[config.mk]
export PLATFORM = sky130hd
export DESIGN_NAME = hsv_to_rgb888
export DESIGN_NICKNAME = d
export VERILOG_FILES = /design/src/sv/hsvrgb_pkg.sv /design/src/sv/hsvrgb_div75.sv /design/src/sv/hsv_to_rgb888.sv
export SDC_FILE = /design/constraint.sdc
export NUM_CORES = 2
export LEC_CHECK = 0
export BUFFER_PORTS_ARGS = -buffer_cell sky130_fd_sc_hd__buf_2
export CORE_MARGIN = 4
export CORE_UTILIZATION = 30
export CTS_BUF_LIST = sky130_fd_sc_hd__clkbuf_4 sky130_fd_sc_hd__clkbuf_8
export CTS_CLUSTER_DIAMETER = 60
export DETAILED_ROUTE_END_ITERATION = 10
export PLACE_DENSITY = 0.42
export SLEW_MARGIN = 30
export SYNTH_ARGS = -nofsm -noshare
export SYNTH_HDL_FRONTEND = slang
export SYNTH_SLANG_ARGS = --single-unit
export TNS_END_PERCENT = 100
[constraint.sdc]
create_clock -name clk -period 13 [get_ports clk]
set_input_delay 1.3 -clock clk [delete_from_list [all_inputs] [get_ports clk]]
set_output_delay 1.3 -clock clk [all_outputs]
set_load 0.1 [all_outputs]
[src/sv/hsvrgb_pkg.sv]
// Shared constants and types for the HSV to RGB888 converter.
// No dependencies; imported by hsvrgb_div75, hsv_to_rgb888 and the test bench.
`default_nettype none

package hsvrgb_pkg;

  localparam int HSVRGB_FRAC_BITS = 12;

  // Fixed field widths of the pixel interface
  localparam int HUE_W = 13;
  localparam int SAT_W = 14;
  localparam int CH_W  = 8;

  // Hue geometry in tenths of a degree
  localparam int HUE_FULL      = 3600;
  localparam int SECTOR_TENTHS = 600;
  localparam int HC_W          = 12;  // clamped hue 0..3599
  localparam int POS_W         = 10;  // position 0..600

  // Divide by 75 through a reciprocal multiply
  localparam int DIVISOR   = 75;
  localparam int DIV_SHIFT = 21;
  localparam int DIV_MULT  = (1 << DIV_SHIFT) / DIVISOR;
  localparam int DIV_M_W   = 15;

  typedef enum logic [2:0] {
    SECT_RED_YEL = 3'd0,
    SECT_YEL_GRN = 3'd1,
    SECT_GRN_CYN = 3'd2,
    SECT_CYN_BLU = 3'd3,
    SECT_BLU_MAG = 3'd4,
    SECT_MAG_RED = 3'd5
  } sector_t;

endpackage

`default_nettype wire

[src/sv/hsvrgb_div75.sv]
// Constant divide by 75: reciprocal multiply into a register, then one
// compare-and-increment correction. Depends on hsvrgb_pkg.
`default_nettype none

module hsvrgb_div75
  import hsvrgb_pkg::*;
#(
  parameter int QW = 17
) (
  input  wire logic            clk,
  input  wire logic            en,
  input  wire logic [QW-1:0]   dividend,
  output logic      [CH_W-1:0] quotient
);

  localparam int PW = QW + DIV_M_W;
  localparam int EW = PW - DIV_SHIFT;

  logic [PW-1:0] prod;
  logic [EW-1:0] est_r;
  logic [EW-1:0] est_nxt;
  logic [QW-1:0] q_r;
  logic [QW+7:0] est_x75;
  logic [QW+7:0] rem;

  assign prod    = PW'(dividend) * PW'(DIV_MULT);
  assign est_nxt = prod[PW-1:DIV_SHIFT];

  always_ff @(posedge clk) begin
    if (en) begin
      est_r <= est_nxt;
      q_r   <= dividend;
    end
  end

  // estimate is exact or one low; bump it when the remainder overflows
  assign est_x75 = (QW+8)'(est_r) * (QW+8)'(DIVISOR);
  assign rem     = (QW+8)'(q_r) - est_x75;

  always_comb begin
    if (rem >= (QW+8)'(DIVISOR)) begin
      quotient = CH_W'(est_r + EW'(1));
    end else begin
      quotient = CH_W'(est_r);
    end
  end

endmodule

`default_nettype wire

[src/sv/hsv_to_rgb888.sv]
// Top level of the HSV to RGB888 converter: six-stage pipeline.
// Depends on hsvrgb_pkg and hsvrgb_div75.
//
//   channel  ports                                   role
//   in_      in_valid/in_ready, hue/saturation/brightness   pixel in
//   out_     out_valid/out_ready, red/green/blue     pixel out
//
// One transaction in and one out per cycle when out_ready does not stall; out_valid
// follows the accepting edge through six register stages, a depth set by the multiply
// chain for the middle channel and the divide by 75 that finishes its rounding.
// Reset clears only the stage valid bits; the data registers are not reset.
// A stall on out_ready freezes every stage; in_ready stays high while the
// output register is empty or being drained.
`default_nettype none

module hsv_to_rgb888
  import hsvrgb_pkg::*;
#(
  parameter int FRAC_BITS = HSVRGB_FRAC_BITS
) (
  input  wire logic             clk,
  input  wire logic             rst_n,
  input  wire logic             in_valid,
  output logic                  in_ready,
  input  wire logic [HUE_W-1:0] in_hue,
  input  wire logic [SAT_W-1:0] in_saturation,
  input  wire logic [SAT_W-1:0] in_brightness,
  output logic                  out_valid,
  input  wire logic             out_ready,
  output logic      [CH_W-1:0]  out_red,
  output logic      [CH_W-1:0]  out_green,
  output logic      [CH_W-1:0]  out_blue
);

  localparam int ONE = 1 << FRAC_BITS;
  localparam int SW  = FRAC_BITS + 1;           // clamped s, v
  localparam int AW  = SW + POS_W;              // s * k
  localparam int LW  = 2 * SW;                  // v * (1 - s)
  localparam int WW  = FRAC_BITS + POS_W;       // 600*1.0 - s*k
  localparam int TW  = SW + WW;                 // v * w
  localparam int NW  = TW + 9;                  // 255*t + half
  localparam int QSH = 2 * FRAC_BITS + 3;
  localparam int QW  = NW - QSH;
  localparam int HW  = SW + 9;
  localparam int LSW = LW + 9;

  logic adv;
  logic v1_r, v2_r, v3_r, v4_r, v5_r, out_valid_r;

  assign adv       = !out_valid_r || out_ready;
  assign in_ready  = adv;
  assign out_valid = out_valid_r;

  always_ff @(posedge clk) begin
    if (!rst_n) begin
      v1_r        <= 1'b0;
      v2_r        <= 1'b0;
      v3_r        <= 1'b0;
      v4_r        <= 1'b0;
      v5_r        <= 1'b0;
      out_valid_r <= 1'b0;
    end else if (adv) begin
      v1_r        <= in_valid;
      v2_r        <= v1_r;
      v3_r        <= v2_r;
      v4_r        <= v3_r;
      v5_r        <= v4_r;
      out_valid_r <= v5_r;
    end
  end

  // ---------------- stage 1: clamp, sector, position
  logic [31:0]       sat_mag, bri_mag;
  logic [SW-1:0]     s_nxt, v_nxt;
  logic [HC_W-1:0]   h_c;
  sector_t           sect_nxt;
  logic [HC_W-1:0]   base;
  logic [POS_W-1:0]  pos_raw, k_nxt;

  assign sat_mag = 32'(in_saturation[SAT_W-2:0]);
  assign bri_mag = 32'(in_brightness[SAT_W-2:0]);

  always_comb begin
    if (in_saturation[SAT_W-1]) begin
      s_nxt = '0;
    end else if (sat_mag > 32'(ONE)) begin
      s_nxt = SW'(ONE);
    end else begin
      s_nxt = SW'(sat_mag);
    end
    if (in_brightness[SAT_W-1]) begin
      v_nxt = '0;
    end else if (bri_mag > 32'(ONE)) begin
      v_nxt = SW'(ONE);
    end else begin
      v_nxt = SW'(bri_mag);
    end
  end

  // negative hue, and full circle and above, map to red
  always_comb begin
    if (in_hue[HUE_W-1] || (in_hue >= HUE_W'(HUE_FULL))) begin
      h_c = '0;
    end else begin
      h_c = in_hue[HC_W-1:0];
    end
  end

  always_comb begin
    if (h_c >= HC_W'(5 * SECTOR_TENTHS)) begin
      sect_nxt = SECT_MAG_RED;
    end else if (h_c >= HC_W'(4 * SECTOR_TENTHS)) begin
      sect_nxt = SECT_BLU_MAG;
    end else if (h_c >= HC_W'(3 * SECTOR_TENTHS)) begin
      sect_nxt = SECT_CYN_BLU;
    end else if (h_c >= HC_W'(2 * SECTOR_TENTHS)) begin
      sect_nxt = SECT_GRN_CYN;
    end else if (h_c >= HC_W'(SECTOR_TENTHS)) begin
      sect_nxt = SECT_YEL_GRN;
    end else begin
      sect_nxt = SECT_RED_YEL;
    end
  end

  always_comb begin
    case (sect_nxt)
      SECT_RED_YEL: base = '0;
      SECT_YEL_GRN: base = HC_W'(SECTOR_TENTHS);
      SECT_GRN_CYN: base = HC_W'(2 * SECTOR_TENTHS);
      SECT_CYN_BLU: base = HC_W'(3 * SECTOR_TENTHS);
      SECT_BLU_MAG: base = HC_W'(4 * SECTOR_TENTHS);
      default:      base = HC_W'(5 * SECTOR_TENTHS);
    endcase
  end

  assign pos_raw = POS_W'(h_c - base);
  // k = 600 - position within sector; odd sectors run backwards
  assign k_nxt   = sect_nxt[0] ? pos_raw : POS_W'(SECTOR_TENTHS) - pos_raw;

  logic [SW-1:0]    s1_r, v1d_r;
  logic [POS_W-1:0] k1_r;
  sector_t          sect1_r;

  always_ff @(posedge clk) begin
    if (adv) begin
      s1_r    <= s_nxt;
      v1d_r   <= v_nxt;
      k1_r    <= k_nxt;
      sect1_r <= sect_nxt;
    end
  end

  // ---------------- stage 2: s*k, v*(1-s), top channel
  logic [AW-1:0] a_nxt;
  logic [LW-1:0] lp_nxt;
  logic [HW-1:0] hi_sum;

  assign a_nxt  = AW'(s1_r) * AW'(k1_r);
  assign lp_nxt = LW'(v1d_r) * LW'(SW'(ONE) - s1_r);
  assign hi_sum = (HW'(v1d_r) << 8) - HW'(v1d_r) + (HW'(1) << (FRAC_BITS - 1));

  logic [AW-1:0]   a2_r;
  logic [LW-1:0]   lp2_r;
  logic [SW-1:0]   v2d_r;
  logic [CH_W-1:0] hi2_r;
  sector_t         sect2_r;

  always_ff @(posedge clk) begin
    if (adv) begin
      a2_r    <= a_nxt;
      lp2_r   <= lp_nxt;
      v2d_r   <= v1d_r;
      hi2_r   <= hi_sum[FRAC_BITS +: CH_W];
      sect2_r <= sect1_r;
    end
  end

  // ---------------- stage 3: t = v*(600*1.0 - s*k), bottom channel
  logic [WW-1:0]  w_val;
  logic [TW-1:0]  t_nxt;
  logic [LSW-1:0] lo_sum;

  assign w_val  = WW'(AW'(SECTOR_TENTHS * ONE) - a2_r);
  assign t_nxt  = TW'(v2d_r) * TW'(w_val);
  assign lo_sum = (LSW'(lp2_r) << 8) - LSW'(lp2_r) + (LSW'(1) << (2 * FRAC_BITS - 1));

  logic [TW-1:0]   t3_r;
  logic [CH_W-1:0] lo3_r, hi3_r;
  sector_t         sect3_r;

  always_ff @(posedge clk) begin
    if (adv) begin
      t3_r    <= t_nxt;
      lo3_r   <= lo_sum[2 * FRAC_BITS +: CH_W];
      hi3_r   <= hi2_r;
      sect3_r <= sect2_r;
    end
  end

  // ---------------- stage 4: scale by 255, add half, drop 2F+3 bits
  logic [NW-1:0] n_sum;

  assign n_sum = (NW'(t3_r) << 8) - NW'(t3_r)
               + (NW'(SECTOR_TENTHS / 2) << (2 * FRAC_BITS));

  logic [QW-1:0]   q4_r;
  logic [CH_W-1:0] lo4_r, hi4_r, lo5_r, hi5_r;
  sector_t         sect4_r, sect5_r;

  always_ff @(posedge clk) begin
    if (adv) begin
      q4_r    <= n_sum[NW-1:QSH];
      lo4_r   <= lo3_r;
      hi4_r   <= hi3_r;
      sect4_r <= sect3_r;
      lo5_r   <= lo4_r;
      hi5_r   <= hi4_r;
      sect5_r <= sect4_r;
    end
  end

  // ---------------- stage 5: divide by 75 finishes the middle channel
  logic [CH_W-1:0] mid5;

  hsvrgb_div75 #(
    .QW (QW)
  ) u_div75 (
    .clk      (clk),
    .en       (adv),
    .dividend (q4_r),
    .quotient (mid5)
  );

  // ---------------- stage 6: route channels by sector
  logic [CH_W-1:0] r_nxt, g_nxt, b_nxt;

  always_comb begin
    case (sect5_r)
      SECT_RED_YEL: begin r_nxt = hi5_r; g_nxt = mid5;  b_nxt = lo5_r; end
      SECT_YEL_GRN: begin r_nxt = mid5;  g_nxt = hi5_r; b_nxt = lo5_r; end
      SECT_GRN_CYN: begin r_nxt = lo5_r; g_nxt = hi5_r; b_nxt = mid5;  end
      SECT_CYN_BLU: begin r_nxt = lo5_r; g_nxt = mid5;  b_nxt = hi5_r; end
      SECT_BLU_MAG: begin r_nxt = mid5;  g_nxt = lo5_r; b_nxt = hi5_r; end
      default:      begin r_nxt = hi5_r; g_nxt = lo5_r; b_nxt = mid5;  end
    endcase
  end

  logic [CH_W-1:0] red_r, green_r, blue_r;

  always_ff @(posedge clk) begin
    if (adv) begin
      red_r   <= r_nxt;
      green_r <= g_nxt;
      blue_r  <= b_nxt;
    end
  end

  assign out_red   = red_r;
  assign out_green = green_r;
  assign out_blue  = blue_r;

endmodule

`default_nettype wire

==> impl_metrics.tcl <==
set metrics [dict create \
    cts_resized 0 \
    cp_max_fo 13 \
    criticalPathCategory "reg -> reg" \
    htreeDepth 2 \
    rsz0062_at_grt "false" \
    cap_violations 0 \
    drc 0 \
    ys_types 77 \
    clk_path_buf_depth 3 \
    fmax_mhz 115 \
    grt_pass1_vias 27500 \
    numPortBuffers 70 \
    r2r-end "lp2_r[25]$_DFFE_PP_" \
    hpwlAfterDp_mm 74.5 \
    initial_utilization 0.303 \
    r2r_slack_ps 4320 \
    synth.avg_cell_area_um2 10.1 \
    syn_nets 4956 \
    gp_congestion 0.790 \
    hold_viol 0 \
    root_buffer "clkbuf_8" \
    holdPathEnd "hi4_r[7]$_DFFE_PP_" \
    grt_max_degree 159 \
    ios 71 \
    ctsHoldBuffers 0 \
    post_cts_buffers 0 \
    cts_tree "built" \
    wl_per_cell_um 16.5 \
    slowest_delay_ps 640 \
    path_clk_slew_ps 60 \
    tightest_slew_ps 987 \
    endpoint_kind "flip-flop" \
    yosys.area.top_type_share 0.289 \
    status "completed" \
    num_vias 25300 \
    nNetsFinal 5023 \
    finClkSkew_ps 60.3 \
    crit_slowest_cell "or4_1" \
    synthCells 3820 \
    synth_warnings 0 \
    critical_path_arrival_ps 9130 \
    via_per_inst 4.52 \
    seq_area_frac_synth 0.214 \
    drive_gt1_frac 0.0631 \
    yosys-top-cells-area "fa_1 29%, edfxtp_1 21%, ha_1 17%" \
    min_path_type "reg -> reg" \
    area_growth_syn_to_layout_pct 9.39 \
    start_kind "flip-flop" \
    antenna_left 0 \
    r2r_start "s1_r[3]$_SDFFCE_PP0P_" \
    clkSinkCount 278 \
    die_x_um 367 \
    die-area_um2 135000 \
    rows 131 \
    overflow 0 \
    firstDrtPassIters 8 \
    period_share 0.668 \
    synth_edf_count 272 \
    drt_iter0_markers 1099 \
    worstHoldStart "hi3_r[7]$_DFFE_PP_" \
    ff2ff_path_depth 25 \
    fp.coreArea_um2 128000 \
    ys_async_sr_fraction 0 \
    clk_latency_ps 710 \
    worst_path_most_repeated_cell "fa_1" \
    fillers 13200 \
    ys_seq_elements 278 \
    cts_inserted_buffers 56 \
    cp.required_ps 13450 \
    timing.final.crit_period_ps 8680 \
    tns_ps 0 \
    antenna_found_initial 5 \
    slew_viol_final 0 \
    finalSetupViolCount 0 \
    track_usage 0.140 \
    synth_area_um2 38600 \
    die_h_um 367 \
    synth_top_area_cell "fa_1" \
    yosysMostFrequentCell "inv_1" \
    grt_pass1_wl_mm 151 \
    holdPathStages 0 \
    wl_mm 92.4 \
    max_slew_margin 0.342 \
    yosys-top-cells-count "710 x inv_1, 557 x fa_1, 534 x ha_1" \
    ys.flop_type "edfxtp_1" \
]
routing by layer:
metal / wire (µm) / global-route usage / vias up
met5: 11 / 0 / -
met4: 1440 / 0.0260 / 2
met3: 2710 / 0.0167 / 81
met2: 44000 / 0.237 / 246
met1: 44200 / 0.195 / 12600
li1: - / - / 12400
layout make-up:
| type | instances | area [µm²] | area share |
|---|---|---|---|
| Antenna cell | 1 | 2.50 | 0.0000592 |
| Clock buffer | 66 | 846 | 0.0200 |
| Clock inverter | 37 | 279 | 0.00660 |
| Inverter | 712 | 2670 | 0.0632 |
| Multi-Input combinational cell | 2719 | 27300 | 0.647 |
| Sequential cell | 278 | 8290 | 0.196 |
| Tap cell | 1662 | 2080 | 0.0492 |
| Timing Repair Buffer | 120 | 771 | 0.0182 |
stage by stage:
| step | cells | hold slack, ps | area, µm² | setup slack [ps] | utilization |
|---|---|---|---|---|---|
| 5_1_grt | 5595 | 424 | 42300 | 3720 | 0.331 |
| 3_3_place_gp | 5490 | 400 | 41100 | 4260 | 0.322 |
| 4_1_cts | 5593 | 419 | 42200 | 3980 | 0.331 |
| 3_5_place_dp | 5490 | 405 | 41100 | 4030 | 0.322 |
| 6_report | 5595 | 416 | 42300 | 4320 | 0.331 |
| 2_1_floorplan | 3820 | 400 | 38600 | 1960 | - |
cells in the final DEF (no fill, tap or decap), types with 8 or more instances in the layout:
cell / count
a211oi_1: 15
a21o_1: 41
a21oi_1: 114
a221o_1: 15
a22oi_1: 8
a31oi_1: 9
and2_1: 269
and3_1: 13
buf_2: 70
buf_4: 47
clkbuf_4: 10
clkbuf_8: 56
clkinv_1: 17
clkinv_2: 10
edfxtp_1: 272
fa_1: 557
ha_1: 534
inv_1: 710
mux2i_1: 8
nand2_1: 432
nand2b_1: 23
nand3_1: 22
nand4_1: 10
nor2_1: 134
nor2b_1: 39
nor3_1: 40
nor3b_1: 10
nor4_1: 15
o211ai_1: 8
o21a_1: 23
o21ai_0: 62
o21bai_1: 19
or2_2: 10
or3_1: 14
xnor2_1: 117
xor2_1: 49
logic make-up after synthesis:
| family | synth area share |
|---|---|
| flip-flops | 0.214 |
| adder cells (fa/ha/maj) | 0.461 |
| AO/OA/AOI/OAI | 0.0678 |
| AND/OR/NAND/NOR | 0.134 |
| multiplexers | 0.00304 |
| XOR/XNOR | 0.0394 |
| buffers and inverters | 0.0799 |
how the worst max path moves through the flow:
stage,from,end,slack [ps],cells past startpoint
2_1_floorplan,out_ready,in_ready,1960,2
3_3_place_gp,s1_r[5]$_SDFFCE_PP0P_,lp2_r[25]$_DFFE_PP_,4260,26
3_5_place_dp,s1_r[3]$_SDFFCE_PP0P_,lp2_r[25]$_DFFE_PP_,4030,24
4_1_cts,s1_r[3]$_SDFFCE_PP0P_,lp2_r[25]$_DFFE_PP_,3980,24
5_1_grt,s1_r[3]$_SDFFCE_PP0P_,lp2_r[25]$_DFFE_PP_,3720,25
6_report,s1_r[3]$_SDFFCE_PP0P_,lp2_r[25]$_DFFE_PP_,4320,25
worst max-delay path: cells and delay by family (launching register included):
family / cells / cell delay (ps)
AO/OA/AOI/OAI: 6 / 1580
XOR/XNOR: 1 / 130
adder cells (fa/ha/maj): 7 / 3360
AND/OR/NAND/NOR: 8 / 2610
flip-flops: 1 / 590
buffers and inverters: 3 / 170
sequential cells by signal, indices dropped and copies added, names as in the netlist, 10 cells and up:
signal	count
a2_r	22
k1_r	10
lp2_r	26
q4_r	17
s1_r	13
t3_r	35
u_div75.est_r	11
u_div75.q_r	17
v1d_r	13
v2d_r	13
Power is left out: the tool's default activity adds up to more than one toggle a clock period on the data nets, which glitch-free logic cannot reach.
